`config.mk`:
```
export PLATFORM = sky130hd
export DESIGN_NAME = stereo_gain_clamp_level_meter_core
export DESIGN_NICKNAME = d
export VERILOG_FILES = /design/src/sv/sgclm_pkg.sv /design/src/sv/stereo_gain_clamp_level_meter_core.sv
export VERILOG_INCLUDE_DIRS = /design/src /design/src/sv
export SDC_FILE = /design/constraint.sdc
export NUM_CORES = 1
export LEC_CHECK = 0
export BUFFER_PORTS_ARGS = -buffer_cell sky130_fd_sc_hd__buf_4
export CAP_MARGIN = 30
export CORE_ASPECT_RATIO = 0.7
export CORE_MARGIN = 2
export CORE_UTILIZATION = 55
export CTS_CLUSTER_SIZE = 8
export DETAILED_ROUTE_END_ITERATION = 7
export GPL_TIMING_DRIVEN = 0
export PLACE_DENSITY_LB_ADDON = 0.05
export RECOVER_POWER = 100
export SLEW_MARGIN = 10
export SYNTH_ARGS = -nofsm -noshare
export SYNTH_HDL_FRONTEND = slang
export SYNTH_SLANG_ARGS = --single-unit
```
`constraint.sdc`:
```
create_clock -name i_clk -period 6 [get_ports i_clk]
set_input_delay 0.6 -clock i_clk [delete_from_list [all_inputs] [get_ports i_clk]]
set_output_delay 0.6 -clock i_clk [all_outputs]
set_load 0.1 [all_outputs]
```
`src/sv/stereo_gain_clamp_level_meter_core_defines.svh`:
```
// Assertion helpers for the level meter core. Both expect i_clk and i_rst_n in scope.
`ifndef STEREO_GAIN_CLAMP_LEVEL_METER_CORE_DEFINES_SVH
`define STEREO_GAIN_CLAMP_LEVEL_METER_CORE_DEFINES_SVH

// Consequent checked in the same cycle.
`define SGCLM_ASSERT_SAME(label, ante, cons, msg) \
    label: assert property (@(posedge i_clk) disable iff (!i_rst_n) (ante) |-> (cons)) \
        else $error(msg);

// Consequent checked in the following cycle.
`define SGCLM_ASSERT_NEXT(label, ante, cons, msg) \
    label: assert property (@(posedge i_clk) disable iff (!i_rst_n) (ante) |=> (cons)) \
        else $error(msg);

`endif

```
`src/sv/sgclm_pkg.sv`:
```
package sgclm_pkg;

    localparam int SAMPLE_W = 16;
    localparam int GAIN_W   = 24;
    localparam int FRAC_W   = 16;
    localparam int MAG_W    = 15;
    localparam int PROD_W   = SAMPLE_W + GAIN_W;
    localparam int SQ_W     = 2 * MAG_W;
    localparam int ROOT_W   = MAG_W;
    localparam int FRAMES_W = 9;
    localparam int CFG_IDX_W = 8;

    localparam logic [MAG_W-1:0]  SAT_MAX    = 15'h7FFF;
    localparam logic [GAIN_W-1:0] GAIN_RESET = 24'h010000;

    localparam logic [CFG_IDX_W-1:0] CFG_GAIN_FIRST  = 8'd0;
    localparam logic [CFG_IDX_W-1:0] CFG_GAIN_SECOND = 8'd1;
    localparam logic [CFG_IDX_W-1:0] CFG_SINGLE_CH   = 8'd2;
    localparam logic [CFG_IDX_W-1:0] CFG_MONO_MIX    = 8'd3;

    typedef enum logic [2:0] {
        ST_IDLE,
        ST_MUL,
        ST_LVL,
        ST_SQR,
        ST_ACC,
        ST_DIV,
        ST_SQRT,
        ST_DONE
    } t_state;

endpackage

```
`src/sv/stereo_gain_clamp_level_meter_core.sv`:
```
// Stereo gain / clamp / level meter.
// Input channel (i_in_valid / o_in_ready) takes one stereo frame per request: two raw
// samples, the source instance that picks the gain, and a last-frame flag.
// Output channel (o_out_valid / i_out_ready) returns one result per frame: the gained,
// saturated samples (or their mono mix) plus block levels on the frame that ends a block.
// Config channel (i_cfg_valid / o_cfg_ready) writes gains and mode bits; always ready,
// only to be used while the block is idle. Unknown indexes are dropped.
// From input request to result a frame passes a bit-serial gain multiply, a bit-serial
// square and bookkeeping states. A block-end frame adds a restoring divide of SUM_W
// quotient bits and a square root (load plus 15 steps).
// One frame is processed at a time; the next is taken only once the result of the
// last one is registered.
// A finished result sits in the output register; a stalled receiver does not block the
// next frame's processing, only the hand-off of its result.
// Reset clears the meter accumulators and output valid and sets both gains to 1.0.
// A block ends on last_frame or when it reaches MAX_FRAMES frames.
`include "stereo_gain_clamp_level_meter_core_defines.svh"

module stereo_gain_clamp_level_meter_core #(
    parameter int MAX_FRAMES = 256
) (
    input  logic                                i_clk,
    input  logic                                i_rst_n,
    input  logic                                i_in_valid,
    output logic                                o_in_ready,
    input  logic signed [sgclm_pkg::SAMPLE_W-1:0] i_left_sample,
    input  logic signed [sgclm_pkg::SAMPLE_W-1:0] i_right_sample,
    input  logic                                i_instance_req,
    input  logic                                i_last_frame,
    output logic                                o_out_valid,
    input  logic                                i_out_ready,
    output logic signed [sgclm_pkg::SAMPLE_W-1:0] o_out_left,
    output logic signed [sgclm_pkg::SAMPLE_W-1:0] o_out_right,
    output logic                                o_level_valid,
    output logic [sgclm_pkg::MAG_W-1:0]         o_peak_level,
    output logic [sgclm_pkg::ROOT_W-1:0]        o_rms_level,
    output logic [sgclm_pkg::FRAMES_W-1:0]      o_block_frames,
    input  logic                                i_cfg_valid,
    output logic                                o_cfg_ready,
    input  logic [sgclm_pkg::CFG_IDX_W-1:0]     i_cfg_index,
    input  logic [sgclm_pkg::GAIN_W-1:0]        i_cfg_data
);

    localparam int CNT_W  = $clog2(MAX_FRAMES + 1);
    localparam int SUM_W  = sgclm_pkg::SQ_W + CNT_W;
    localparam int STEP_W = $clog2(SUM_W + 1);
    localparam int SW     = sgclm_pkg::SAMPLE_W;
    localparam int PW     = sgclm_pkg::PROD_W;
    localparam int MW     = sgclm_pkg::MAG_W;
    localparam int RW     = sgclm_pkg::ROOT_W;
    localparam int QW     = sgclm_pkg::SQ_W;
    localparam int REM_W  = RW + 3;

    sgclm_pkg::t_state r_state, n_state;

    logic [sgclm_pkg::GAIN_W-1:0] r_gain_first, r_gain_second;
    logic                         r_single, r_mono;

    logic [sgclm_pkg::GAIN_W-1:0] r_gain, n_gain;
    logic [SW-1:0]    r_mag_l, n_mag_l, r_mag_r, n_mag_r;
    logic [PW-1:0]    r_acc_l, n_acc_l, r_acc_r, n_acc_r;
    logic             r_neg_l, n_neg_l, r_neg_r, n_neg_r;
    logic             r_last, n_last;
    logic [STEP_W-1:0] r_step, n_step;

    logic signed [SW-1:0] r_res_l, n_res_l, r_res_r, n_res_r;
    logic [MW-1:0]    r_lvl, n_lvl;
    logic [QW-1:0]    r_sqr_acc, n_sqr_acc;

    logic [MW-1:0]    r_peak, n_peak;
    logic [SUM_W-1:0] r_sum, n_sum;
    logic [CNT_W-1:0] r_frame_cnt, n_frame_cnt;

    logic             r_blk_end, n_blk_end;
    logic [MW-1:0]    r_blk_peak, n_blk_peak;
    logic [CNT_W-1:0] r_blk_frames, n_blk_frames;
    logic [SUM_W-1:0] r_div_q, n_div_q;
    logic [CNT_W-1:0] r_div_r, n_div_r;
    logic [QW-1:0]    r_sq_x, n_sq_x;
    logic [REM_W-1:0] r_sq_rem, n_sq_rem;
    logic [RW-1:0]    r_root, n_root;

    logic             r_out_valid, n_out_valid;
    logic signed [SW-1:0] r_out_left, n_out_left, r_out_right, n_out_right;
    logic             r_out_lv, n_out_lv;
    logic [MW-1:0]    r_out_peak, n_out_peak;
    logic [RW-1:0]    r_out_rms, n_out_rms;
    logic [sgclm_pkg::FRAMES_W-1:0] r_out_frames, n_out_frames;

    // combinational helpers
    logic signed [SW-1:0] raw_r;
    logic [MW-1:0]    cl_l, cl_r, lvl_w;
    logic signed [SW-1:0] g_l, g_r;
    logic signed [SW:0]   mix_sum, mix_adj;
    logic [MW-1:0]    peak_upd;
    logic [CNT_W-1:0] cnt_inc;
    logic [CNT_W:0]   div_trial, div_dvs;
    logic [REM_W-1:0] sq_trial, sq_cand;
    logic             out_free;

    assign o_cfg_ready = 1'b1;

    always_ff @(posedge i_clk) begin
        if (!i_rst_n) begin
            r_gain_first  <= sgclm_pkg::GAIN_RESET;
            r_gain_second <= sgclm_pkg::GAIN_RESET;
            r_single      <= 1'b0;
            r_mono        <= 1'b0;
        end else if (i_cfg_valid) begin
            unique case (i_cfg_index)
                sgclm_pkg::CFG_GAIN_FIRST:  r_gain_first  <= i_cfg_data;
                sgclm_pkg::CFG_GAIN_SECOND: r_gain_second <= i_cfg_data;
                sgclm_pkg::CFG_SINGLE_CH:   r_single      <= i_cfg_data[0];
                sgclm_pkg::CFG_MONO_MIX:    r_mono        <= i_cfg_data[0];
                default: ;
            endcase
        end
    end

    always_ff @(posedge i_clk) begin
        if (!i_rst_n) begin
            r_state     <= sgclm_pkg::ST_IDLE;
            r_peak      <= '0;
            r_sum       <= '0;
            r_frame_cnt <= '0;
            r_out_valid <= 1'b0;
        end else begin
            r_state     <= n_state;
            r_peak      <= n_peak;
            r_sum       <= n_sum;
            r_frame_cnt <= n_frame_cnt;
            r_out_valid <= n_out_valid;
        end
    end

    always_ff @(posedge i_clk) begin
        r_gain       <= n_gain;
        r_mag_l      <= n_mag_l;
        r_mag_r      <= n_mag_r;
        r_acc_l      <= n_acc_l;
        r_acc_r      <= n_acc_r;
        r_neg_l      <= n_neg_l;
        r_neg_r      <= n_neg_r;
        r_last       <= n_last;
        r_step       <= n_step;
        r_res_l      <= n_res_l;
        r_res_r      <= n_res_r;
        r_lvl        <= n_lvl;
        r_sqr_acc    <= n_sqr_acc;
        r_blk_end    <= n_blk_end;
        r_blk_peak   <= n_blk_peak;
        r_blk_frames <= n_blk_frames;
        r_div_q      <= n_div_q;
        r_div_r      <= n_div_r;
        r_sq_x       <= n_sq_x;
        r_sq_rem     <= n_sq_rem;
        r_root       <= n_root;
        r_out_left   <= n_out_left;
        r_out_right  <= n_out_right;
        r_out_lv     <= n_out_lv;
        r_out_peak   <= n_out_peak;
        r_out_rms    <= n_out_rms;
        r_out_frames <= n_out_frames;
    end

    always_comb begin
        n_state      = r_state;
        n_gain       = r_gain;
        n_mag_l      = r_mag_l;
        n_mag_r      = r_mag_r;
        n_acc_l      = r_acc_l;
        n_acc_r      = r_acc_r;
        n_neg_l      = r_neg_l;
        n_neg_r      = r_neg_r;
        n_last       = r_last;
        n_step       = r_step;
        n_res_l      = r_res_l;
        n_res_r      = r_res_r;
        n_lvl        = r_lvl;
        n_sqr_acc    = r_sqr_acc;
        n_peak       = r_peak;
        n_sum        = r_sum;
        n_frame_cnt  = r_frame_cnt;
        n_blk_end    = r_blk_end;
        n_blk_peak   = r_blk_peak;
        n_blk_frames = r_blk_frames;
        n_div_q      = r_div_q;
        n_div_r      = r_div_r;
        n_sq_x       = r_sq_x;
        n_sq_rem     = r_sq_rem;
        n_root       = r_root;
        n_out_valid  = r_out_valid && !i_out_ready;
        n_out_left   = r_out_left;
        n_out_right  = r_out_right;
        n_out_lv     = r_out_lv;
        n_out_peak   = r_out_peak;
        n_out_rms    = r_out_rms;
        n_out_frames = r_out_frames;
        o_in_ready   = 1'b0;

        raw_r    = r_single ? i_left_sample : i_right_sample;
        // product >> 16, saturated to 15-bit magnitude
        cl_l     = (|r_acc_l[PW-1:sgclm_pkg::FRAC_W+MW]) ? sgclm_pkg::SAT_MAX
                                                         : r_acc_l[sgclm_pkg::FRAC_W +: MW];
        cl_r     = (|r_acc_r[PW-1:sgclm_pkg::FRAC_W+MW]) ? sgclm_pkg::SAT_MAX
                                                         : r_acc_r[sgclm_pkg::FRAC_W +: MW];
        g_l      = r_neg_l ? -$signed({1'b0, cl_l}) : $signed({1'b0, cl_l});
        g_r      = r_neg_r ? -$signed({1'b0, cl_r}) : $signed({1'b0, cl_r});
        lvl_w    = (cl_l > cl_r) ? cl_l : cl_r;
        // truncate toward zero: bias negative sums by one before the shift
        mix_sum  = (SW+1)'(g_l) + (SW+1)'(g_r);
        mix_adj  = mix_sum + ((SW+1)'(mix_sum[SW]));
        peak_upd = (r_lvl > r_peak) ? r_lvl : r_peak;
        cnt_inc  = r_frame_cnt + CNT_W'(1);
        div_trial = {r_div_r, r_div_q[SUM_W-1]};
        div_dvs   = {1'b0, r_blk_frames};
        sq_cand   = {r_sq_rem[REM_W-3:0], r_sq_x[QW-1 -: 2]};
        sq_trial  = {1'b0, r_root, 2'b01};
        out_free  = !r_out_valid || i_out_ready;

        unique case (r_state)
            sgclm_pkg::ST_IDLE: begin
                o_in_ready = 1'b1;
                if (i_in_valid) begin
                    n_gain  = i_instance_req ? r_gain_second : r_gain_first;
                    n_neg_l = i_left_sample[SW-1];
                    n_neg_r = raw_r[SW-1];
                    n_mag_l = i_left_sample[SW-1] ? $unsigned(-i_left_sample)
                                                  : $unsigned(i_left_sample);
                    n_mag_r = raw_r[SW-1] ? $unsigned(-raw_r) : $unsigned(raw_r);
                    n_acc_l = '0;
                    n_acc_r = '0;
                    n_last  = i_last_frame;
                    n_step  = STEP_W'(SW);
                    n_state = sgclm_pkg::ST_MUL;
                end
            end
            sgclm_pkg::ST_MUL: begin
                // MSB-first shift-and-add, one magnitude bit per cycle
                n_acc_l = {r_acc_l[PW-2:0], 1'b0} + (r_mag_l[SW-1] ? PW'(r_gain) : '0);
                n_acc_r = {r_acc_r[PW-2:0], 1'b0} + (r_mag_r[SW-1] ? PW'(r_gain) : '0);
                n_mag_l = {r_mag_l[SW-2:0], 1'b0};
                n_mag_r = {r_mag_r[SW-2:0], 1'b0};
                n_step  = r_step - STEP_W'(1);
                if (r_step == STEP_W'(1)) begin
                    n_state = sgclm_pkg::ST_LVL;
                end
            end
            sgclm_pkg::ST_LVL: begin
                n_res_l   = r_mono ? mix_adj[SW:1] : g_l;
                n_res_r   = r_mono ? mix_adj[SW:1] : g_r;
                n_lvl     = lvl_w;
                n_mag_l   = SW'(lvl_w);
                n_sqr_acc = '0;
                n_step    = STEP_W'(MW);
                n_state   = sgclm_pkg::ST_SQR;
            end
            sgclm_pkg::ST_SQR: begin
                // lvl squared, reusing the left magnitude shifter as the multiplier bits
                n_sqr_acc = {r_sqr_acc[QW-2:0], 1'b0} + (r_mag_l[MW-1] ? QW'(r_lvl) : '0);
                n_mag_l   = {r_mag_l[SW-2:0], 1'b0};
                n_step    = r_step - STEP_W'(1);
                if (r_step == STEP_W'(1)) begin
                    n_state = sgclm_pkg::ST_ACC;
                end
            end
            sgclm_pkg::ST_ACC: begin
                n_blk_end = r_last || (cnt_inc == CNT_W'(MAX_FRAMES));
                if (n_blk_end) begin
                    n_blk_peak   = peak_upd;
                    n_blk_frames = cnt_inc;
                    n_div_q      = r_sum + SUM_W'(r_sqr_acc);
                    n_div_r      = '0;
                    n_step       = STEP_W'(SUM_W);
                    n_peak       = '0;
                    n_sum        = '0;
                    n_frame_cnt  = '0;
                    n_state      = sgclm_pkg::ST_DIV;
                end else begin
                    n_peak      = peak_upd;
                    n_sum       = r_sum + SUM_W'(r_sqr_acc);
                    n_frame_cnt = cnt_inc;
                    n_state     = sgclm_pkg::ST_DONE;
                end
            end
            sgclm_pkg::ST_DIV: begin
                // restoring divide, one quotient bit per cycle
                if (div_trial >= div_dvs) begin
                    n_div_r = CNT_W'(div_trial - div_dvs);
                    n_div_q = {r_div_q[SUM_W-2:0], 1'b1};
                end else begin
                    n_div_r = div_trial[CNT_W-1:0];
                    n_div_q = {r_div_q[SUM_W-2:0], 1'b0};
                end
                n_step = r_step - STEP_W'(1);
                if (r_step == STEP_W'(1)) begin
                    n_state = sgclm_pkg::ST_SQRT;
                end
            end
            sgclm_pkg::ST_SQRT: begin
                // mean square fits in 30 bits; two radicand bits per cycle
                if (r_step == '0) begin
                    n_sq_x   = r_div_q[QW-1:0];
                    n_sq_rem = '0;
                    n_root   = '0;
                    n_step   = STEP_W'(RW);
                end else begin
                    n_sq_x = {r_sq_x[QW-3:0], 2'b00};
                    if (sq_cand >= sq_trial) begin
                        n_sq_rem = sq_cand - sq_trial;
                        n_root   = {r_root[RW-2:0], 1'b1};
                    end else begin
                        n_sq_rem = sq_cand;
                        n_root   = {r_root[RW-2:0], 1'b0};
                    end
                    n_step = r_step - STEP_W'(1);
                    if (r_step == STEP_W'(1)) begin
                        n_state = sgclm_pkg::ST_DONE;
                    end
                end
            end
            sgclm_pkg::ST_DONE: begin
                if (out_free) begin
                    n_out_valid  = 1'b1;
                    n_out_left   = r_res_l;
                    n_out_right  = r_res_r;
                    n_out_lv     = r_blk_end;
                    n_out_peak   = r_blk_end ? r_blk_peak : '0;
                    n_out_rms    = r_blk_end ? r_root : '0;
                    n_out_frames = r_blk_end ? sgclm_pkg::FRAMES_W'(r_blk_frames) : '0;
                    n_state      = sgclm_pkg::ST_IDLE;
                end
            end
            default: n_state = sgclm_pkg::ST_IDLE;
        endcase
    end

    assign o_out_valid    = r_out_valid;
    assign o_out_left     = r_out_left;
    assign o_out_right    = r_out_right;
    assign o_level_valid  = r_out_lv;
    assign o_peak_level   = r_out_peak;
    assign o_rms_level    = r_out_rms;
    assign o_block_frames = r_out_frames;

    `SGCLM_ASSERT_NEXT(a_accept_starts_mul, i_in_valid && o_in_ready,
        r_state == sgclm_pkg::ST_MUL, "accepted frame did not start the multiply")
    `SGCLM_ASSERT_SAME(a_cnt_below_max, 1'b1,
        r_frame_cnt < CNT_W'(MAX_FRAMES), "frame counter reached block limit at rest")
    `SGCLM_ASSERT_SAME(a_levels_zero, o_out_valid && !o_level_valid,
        (o_peak_level == '0) && (o_rms_level == '0) && (o_block_frames == '0),
        "level fields nonzero on a non-final frame")
    `SGCLM_ASSERT_SAME(a_rms_le_peak, (r_state == sgclm_pkg::ST_DONE) && r_blk_end,
        r_root <= r_blk_peak, "rms level above block peak")

endmodule
```
Yosys cells after proc, flatten, opt, wreduce, memory -nomap -nowiden
Cells that the tools add are included.
W data, S select, Z words.
{"block": "op_classes", "n_eq_ne": 20, "reduce_logical": 29, "add_sub_neg": 14, "n_lt_le_gt_ge": 4, "mux": 51}
{"cell": "$mux W16", "n": 10}
{"cell": "$pmux W40 S2", "n": 2}
{"cell": "$mux W15", "n": 6}
{"cell": "$add A40 B24 Y40", "n": 2}
{"cell": "$mux W39", "n": 2}
{"cell": "$pmux W39 S2", "n": 1}
{"cell": "$mux W24", "n": 3}
{"cell": "$pmux W30 S2", "n": 1}
{"cell": "$pmux W16 S3", "n": 1}
{"cell": "$mux W40", "n": 1}
{"cell": "$add A39 B30 Y39", "n": 1}
{"cell": "$neg A15 Y16", "n": 2}
{"cell": "$neg A16 Y16", "n": 2}
{"cell": "$pmux W16 S2", "n": 1}
{"cell": "$add A30 B15 Y30", "n": 1}
{"cell": "$gt A15 B15 Y1", "n": 2}
{"cell": "$mux W30", "n": 1}
{"cell": "$pmux W6 S5", "n": 1}
{"cell": "$mux W9", "n": 3}
{"cell": "$pmux W3 S8", "n": 1}
{"cell": "$mux W3", "n": 7}
{"cell": "$reduce_and A2 Y1", "n": 10}
{"cell": "$ge A18 B17 Y1", "n": 1}
{"cell": "$mux W6", "n": 3}
{"cell": "32 further kinds", "n": 53}
{"block": "totals", "reg_bits": 545, "wordCells": 155, "in_bits": 71}

Logic depth before layout (Yosys ltp)
{"block": "depth", "word_depth": 7, "ltp_mapped": 27}

Worst setup path after synthesis
No wires, ideal clock.
{"block": "synth_path", "path_kind": "reg2reg", "from": "register r_state[2]", "to": "register r_acc_l[0], enable pin", "setup_slack_ns": 0.326, "arrival_time_ns": 5.260, "path_stages_with_launch": 6, "t_required_ns": 5.586, "synth_period_minus_slack_ns": 5.674, "path_cell_list": "dfxtp_1 -> clkbuf_1 -> clkbuf_1 -> nor3_1 -> and2_1 -> or2_2"}
{"block": "synth_between", "elab_chain_len": 3, "word_cells_on_any_way": 5}
{"item": "from (decl)", "line": "stereo_gain_clamp_level_meter_core.sv:54", "rtl": "sgclm_pkg::t_state r_state, n_state;"}
{"item": "from (signal assigned)", "line": "stereo_gain_clamp_level_meter_core.sv:122", "rtl": "r_state <= sgclm_pkg::ST_IDLE;"}
{"item": "from (signal assigned)", "line": "stereo_gain_clamp_level_meter_core.sv:128", "rtl": "r_state <= n_state;"}
{"item": "$eq A3 B1 Y1 / $logic_not A3 Y1 (equally long branches)", "line": "stereo_gain_clamp_level_meter_core.sv:221", "rtl": "unique case (r_state)"}
{"item": "$reduce_bool A2 Y1 (no source line) / $ne A2 B2 Y1 (equally long branches)"}
{"item": "$reduce_and A2 Y1 (no source line) *"}
{"item": "to (signal assigned)", "line": "stereo_gain_clamp_level_meter_core.sv:140", "rtl": "r_acc_l <= n_acc_l;"}
{"item": "to (decl)", "line": "stereo_gain_clamp_level_meter_core.sv:61", "rtl": "logic [PW-1:0] r_acc_l, n_acc_l, r_acc_r, n_acc_r;"}
Every way passes the cells marked *; elsewhere a longest branch is shown, timed or not.
A chain may end at the register's enable or synchronous reset.

Worst setup path after layout
{"block": "layout_path", "from": "register r_acc_l[37]", "to": "register r_res_l[5] (data pin)"}
{"block": "layout_between", "elab_chain_len": 7}
{"item": "$reduce_or A9 Y1 *", "line": "stereo_gain_clamp_level_meter_core.sv:203", "rtl": "cl_l = (|r_acc_l[PW-1:sgclm_pkg::FRAC_W+MW]) ? sgclm_pkg::SAT_MAX"}
{"item": "$mux W15 *", "line": "stereo_gain_clamp_level_meter_core.sv:203"}
{"item": "$neg A15 Y16", "line": "stereo_gain_clamp_level_meter_core.sv:207", "rtl": "g_l = r_neg_l ? -$signed({1'b0, cl_l}) : $signed({1'b0, cl_l});"}
{"item": "$mux W16 *", "line": "stereo_gain_clamp_level_meter_core.sv:207"}
{"item": "$add A16 B16 Y17", "line": "stereo_gain_clamp_level_meter_core.sv:211", "rtl": "mix_sum = (SW+1)'(g_l) + (SW+1)'(g_r);"}
{"item": "$add A17 B1 Y17", "line": "stereo_gain_clamp_level_meter_core.sv:212", "rtl": "mix_adj = mix_sum + ((SW+1)'(mix_sum[SW]));"}
{"item": "$mux W16 *", "line": "stereo_gain_clamp_level_meter_core.sv:250", "rtl": "n_res_l = r_mono ? mix_adj[SW:1] : g_l;"}
{"item": "to (signal assigned)", "line": "stereo_gain_clamp_level_meter_core.sv:146", "rtl": "r_res_l <= n_res_l;"}
{"item": "to (decl)", "line": "stereo_gain_clamp_level_meter_core.sv:66", "rtl": "logic signed [SW-1:0] r_res_l, n_res_l, r_res_r, n_res_r;"}
Marks and branches as above.

==> metrics <==
Setup CP Type=flip-flop to flip-flop; Syn. warnings=0; Synth Flop Type=edfxtp_1; crit-path max FO=10; Power, Total=15.2 mW; PwrDens=425 nW/um^2; r2r setup slk=190 ps; vias in the first global route=23300; maxcap violations=7; Crit. End Element=flip-flop; cts bufs inserted=78; Overall Global Routing Usage=28.9%; final instance area=35800 sq um; Post-Syn Instances=3138; Tcrit/Tclk final=96.9%; Clock Path Buffers=3; Placement Cell Area=33600 sq um; core area=56600 sq um; Initial Util=55.4%; Async S/R FF share, synth=0%; slew margin rel.=-97.8%; Setup Skew=28.8 ps; Mapped Nets=3385; most common library cells after synthesis=edfxtp_1 (428), nand2_1 (401), nor2_1 (267); Critical R2R Capture=r_res_l[5]$_DFFE_PP_; Hold Path Class=primary input to flip-flop; post-route setup slack=189 ps; register bit count reported by yosys=545; Synth top area share=40.9%; WL/cell=20.4 um; Arrival @ worst endpoint=6180 ps; initial antenna violation count=10; DP HPWL=64200 um; H-tree levels=3; startpoint class of the critical path=flip-flop; r2r startpoint=r_acc_l[37]$_SDFFCE_PN0P_; largest net degree at the start of global routing=57; area of the multi-input gates=15200 sq um; Seq. cell area=15200 sq um; final worst path period need=5810 ps; Max Freq=0.172 GHz; pre-CTS WS=-1210 ps; peak supply drop=0.000231 V; outcome=finished, violations left; cell row count=73; fillers=4759; Clock Pin Slew Worst Setup and Hold Paths=50 ps; Yosys cell types=90; Ports=146; CTS Hold Buffers Added=0; Slew Viols, Final=213; Area growth syn-to-layout=14.0%; Total Nets Final=3642; post-DR vias/cell=5.89; hold_sp=i_last_frame; CTS Root Cell=clkbuf_16; latest clock arrival within the worst-skew pair=630 ps; share of layout cells above drive strength 1=8.13%; RSZ-0062 raised after global routing=yes; Syn Area/Cell=10.0 sq um; Die W=290 um; number of flops mapped to enable cells by yosys=428; Num Clock Sinks=545; cell with the most instances after synthesis=edfxtp_1; Hold Crit Depth=1; Residual DRC=0; Min Hold Slack=191 ps; Total Neg Setup Slack=0 ps; die height=204 um; failing checks=capacitance limit, slew limit; first-pass GRT wire length=132000 um; Seq/Total Area, Yosys=48.4%; synthesized area=31400 sq um; Setup Viol. Count Final=0; worst reg-to-reg path cell count=24; LEAKAGE=13.5 nW; Synth area leader=edfxtp_1; vias=24800; PortBufs=142; Worst EP required=6370 ps; worst-margin pin slew=2970 ps; Hold Vio Cnt, Final=0; DRT iter0 DRCs=2567; CTS tree=done; Routed Antenna Nets=0; die area=59000 sq um; largest cells by area after synthesis=edfxtp_1 (41%), dfxtp_1 (7.5%), ha_1 (6.8%); routed wire length=85800 um; DRT Pass-1 Iters=6; RD Place Congestion=0.959; total gr overflow=0; Hold Path End=r_last$_DFFE_PP_
==> what timing repair did <==
action / CTS / global route
setup endpoints to repair: 32 / 24
setup buffers: 4 / 17
resized for setup: 20 / 23
gates cloned: 0 / 0
pin swaps: 3 / 13
==> final cells by class <==
| cell class | instances | area share [%] |
|---|---|---|
| Antenna cell | 5 | 0.0350 |
| Buffer | 135 | 1.49 |
| Clock buffer | 137 | 6.13 |
| Clock inverter | 5 | 0.154 |
| Inverter | 153 | 1.61 |
| Multi-Input combinational cell | 2304 | 42.6 |
| Sequential cell | 545 | 42.5 |
| Tap cell | 750 | 2.62 |
| Timing Repair Buffer | 178 | 2.86 |
==> power by group <==
group	internal (mW)	switching, mW	leakage, nW	total, mW
combinational	2.03	3.51	7.49	5.54
sequential	5.03	0.500	4.96	5.53
clock	2.46	1.67	1.07	4.13
==> critical path, cell delays in order (launching register included) <==
cell	delay (ps)
edfxtp_1	430
nor4_2	300
nand3_1	150
clkbuf_4	220
clkbuf_4	210
nor2_4	160
ha_2	210
or3b_4	410
or2_2	320
or3_4	360
o41ai_4	350
nand2_2	150
xnor2_4	160
ha_2	430
o211a_1	200
o311ai_0	130
a21o_1	190
nor2b_2	160
ha_2	210
inv_2	130
nor2_4	70
buf_4	160
nand2_1	70
xnor2_1	100
mux2_2	280
==> cells by family after synthesis <==
group | count (synthesis) | share of synthesized area, %
AO/OA/AOI/OAI | 660 | 13.9
XOR/XNOR | 199 | 5.60
adder cells (fa/ha/maj) | 176 | 7.16
buffers and inverters | 289 | 3.52
flip-flops | 545 | 48.4
multiplexers | 104 | 3.58
other | 1 | 0.0119
AND/OR/NAND/NOR | 1164 | 17.8
==> sequential cells by signal, indices dropped and copies added (netlist names), 16 cells and up <==
| signal | cells |
|---|---|
| r_acc_l | 40 |
| r_acc_r | 40 |
| r_div_q | 39 |
| r_sum | 39 |
| r_sq_x | 30 |
| r_sqr_acc | 30 |
| r_gain | 24 |
| r_gain_first | 24 |
| r_gain_second | 24 |
| o_out_left | 16 |
| o_out_right | 16 |
| r_mag_l | 16 |
| r_mag_r | 16 |
| r_res_l | 16 |
| r_res_r | 16 |
| r_sq_rem | 16 |
==> through the flow <==
stage          utilization (%)  cells
5_1_grt                   63.2   4207
6_report                  63.2   4212
3_3_place_gp              59.0   4030
3_5_place_dp              59.4   4040
4_1_cts                   63.6   4186
2_1_floorplan                -   3138
==> worst max-delay path by stage <==
| stage | from | cells after the start | slack, ps | to |
|---|---|---|---|---|
| 6_report | r_acc_l[37]$_SDFFCE_PN0P_ | 24 | 190 | r_res_l[5]$_DFFE_PP_ |
| 5_1_grt | r_acc_l[35]$_SDFFCE_PN0P_ | 22 | -50 | r_res_r[15]$_DFFE_PP_ |
| 4_1_cts | r_acc_l[34]$_SDFFCE_PN0P_ | 23 | 5 | r_res_l[15]$_DFFE_PP_ |
| 3_5_place_dp | r_acc_l[35]$_SDFFCE_PN0P_ | 23 | -1210 | r_res_l[15]$_DFFE_PP_ |
| 3_3_place_gp | r_frame_cnt[2]$_SDFFE_PN0P_ | 9 | -1790 | r_div_q[33]$_DFFE_PP_ |
| 2_1_floorplan | r_state[2]$_SDFFE_PN0P_ | 5 | 330 | r_acc_l[0]$_SDFFCE_PN0P_ |
==> cells in the final DEF, fill, tap and decap left out, types with 22 or more instances in the layout <==
cell type,instances
edfxtp_1,428
nand2_1,400
clkbuf_1,269
nor2_1,262
ha_1,166
a21oi_1,157
inv_1,150
o21ai_0,131
xnor2_1,131
dfxtp_1,117
buf_4,86
and2_1,84
clkbuf_16,79
nand3_1,75
nor3_1,64
xor2_1,63
a21boi_0,59
a21o_1,58
nor2b_1,52
o21a_1,41
and2_0,39
mux2i_1,37
mux2_2,34
mux2_1,33
and3_1,30
or3_1,23
a22o_1,23
nand2b_1,22
==> metal layers <==
layer	track usage [%]	part of all wire [%]	up-vias
met5	0	0.070	-
met1	45.2	48	12000
li1	-	-	11800
met2	40.1	40	915
met3	6.61	9.2	139
met4	7.14	2.1	10
Note: power is estimated with default switching activity, not from simulation.
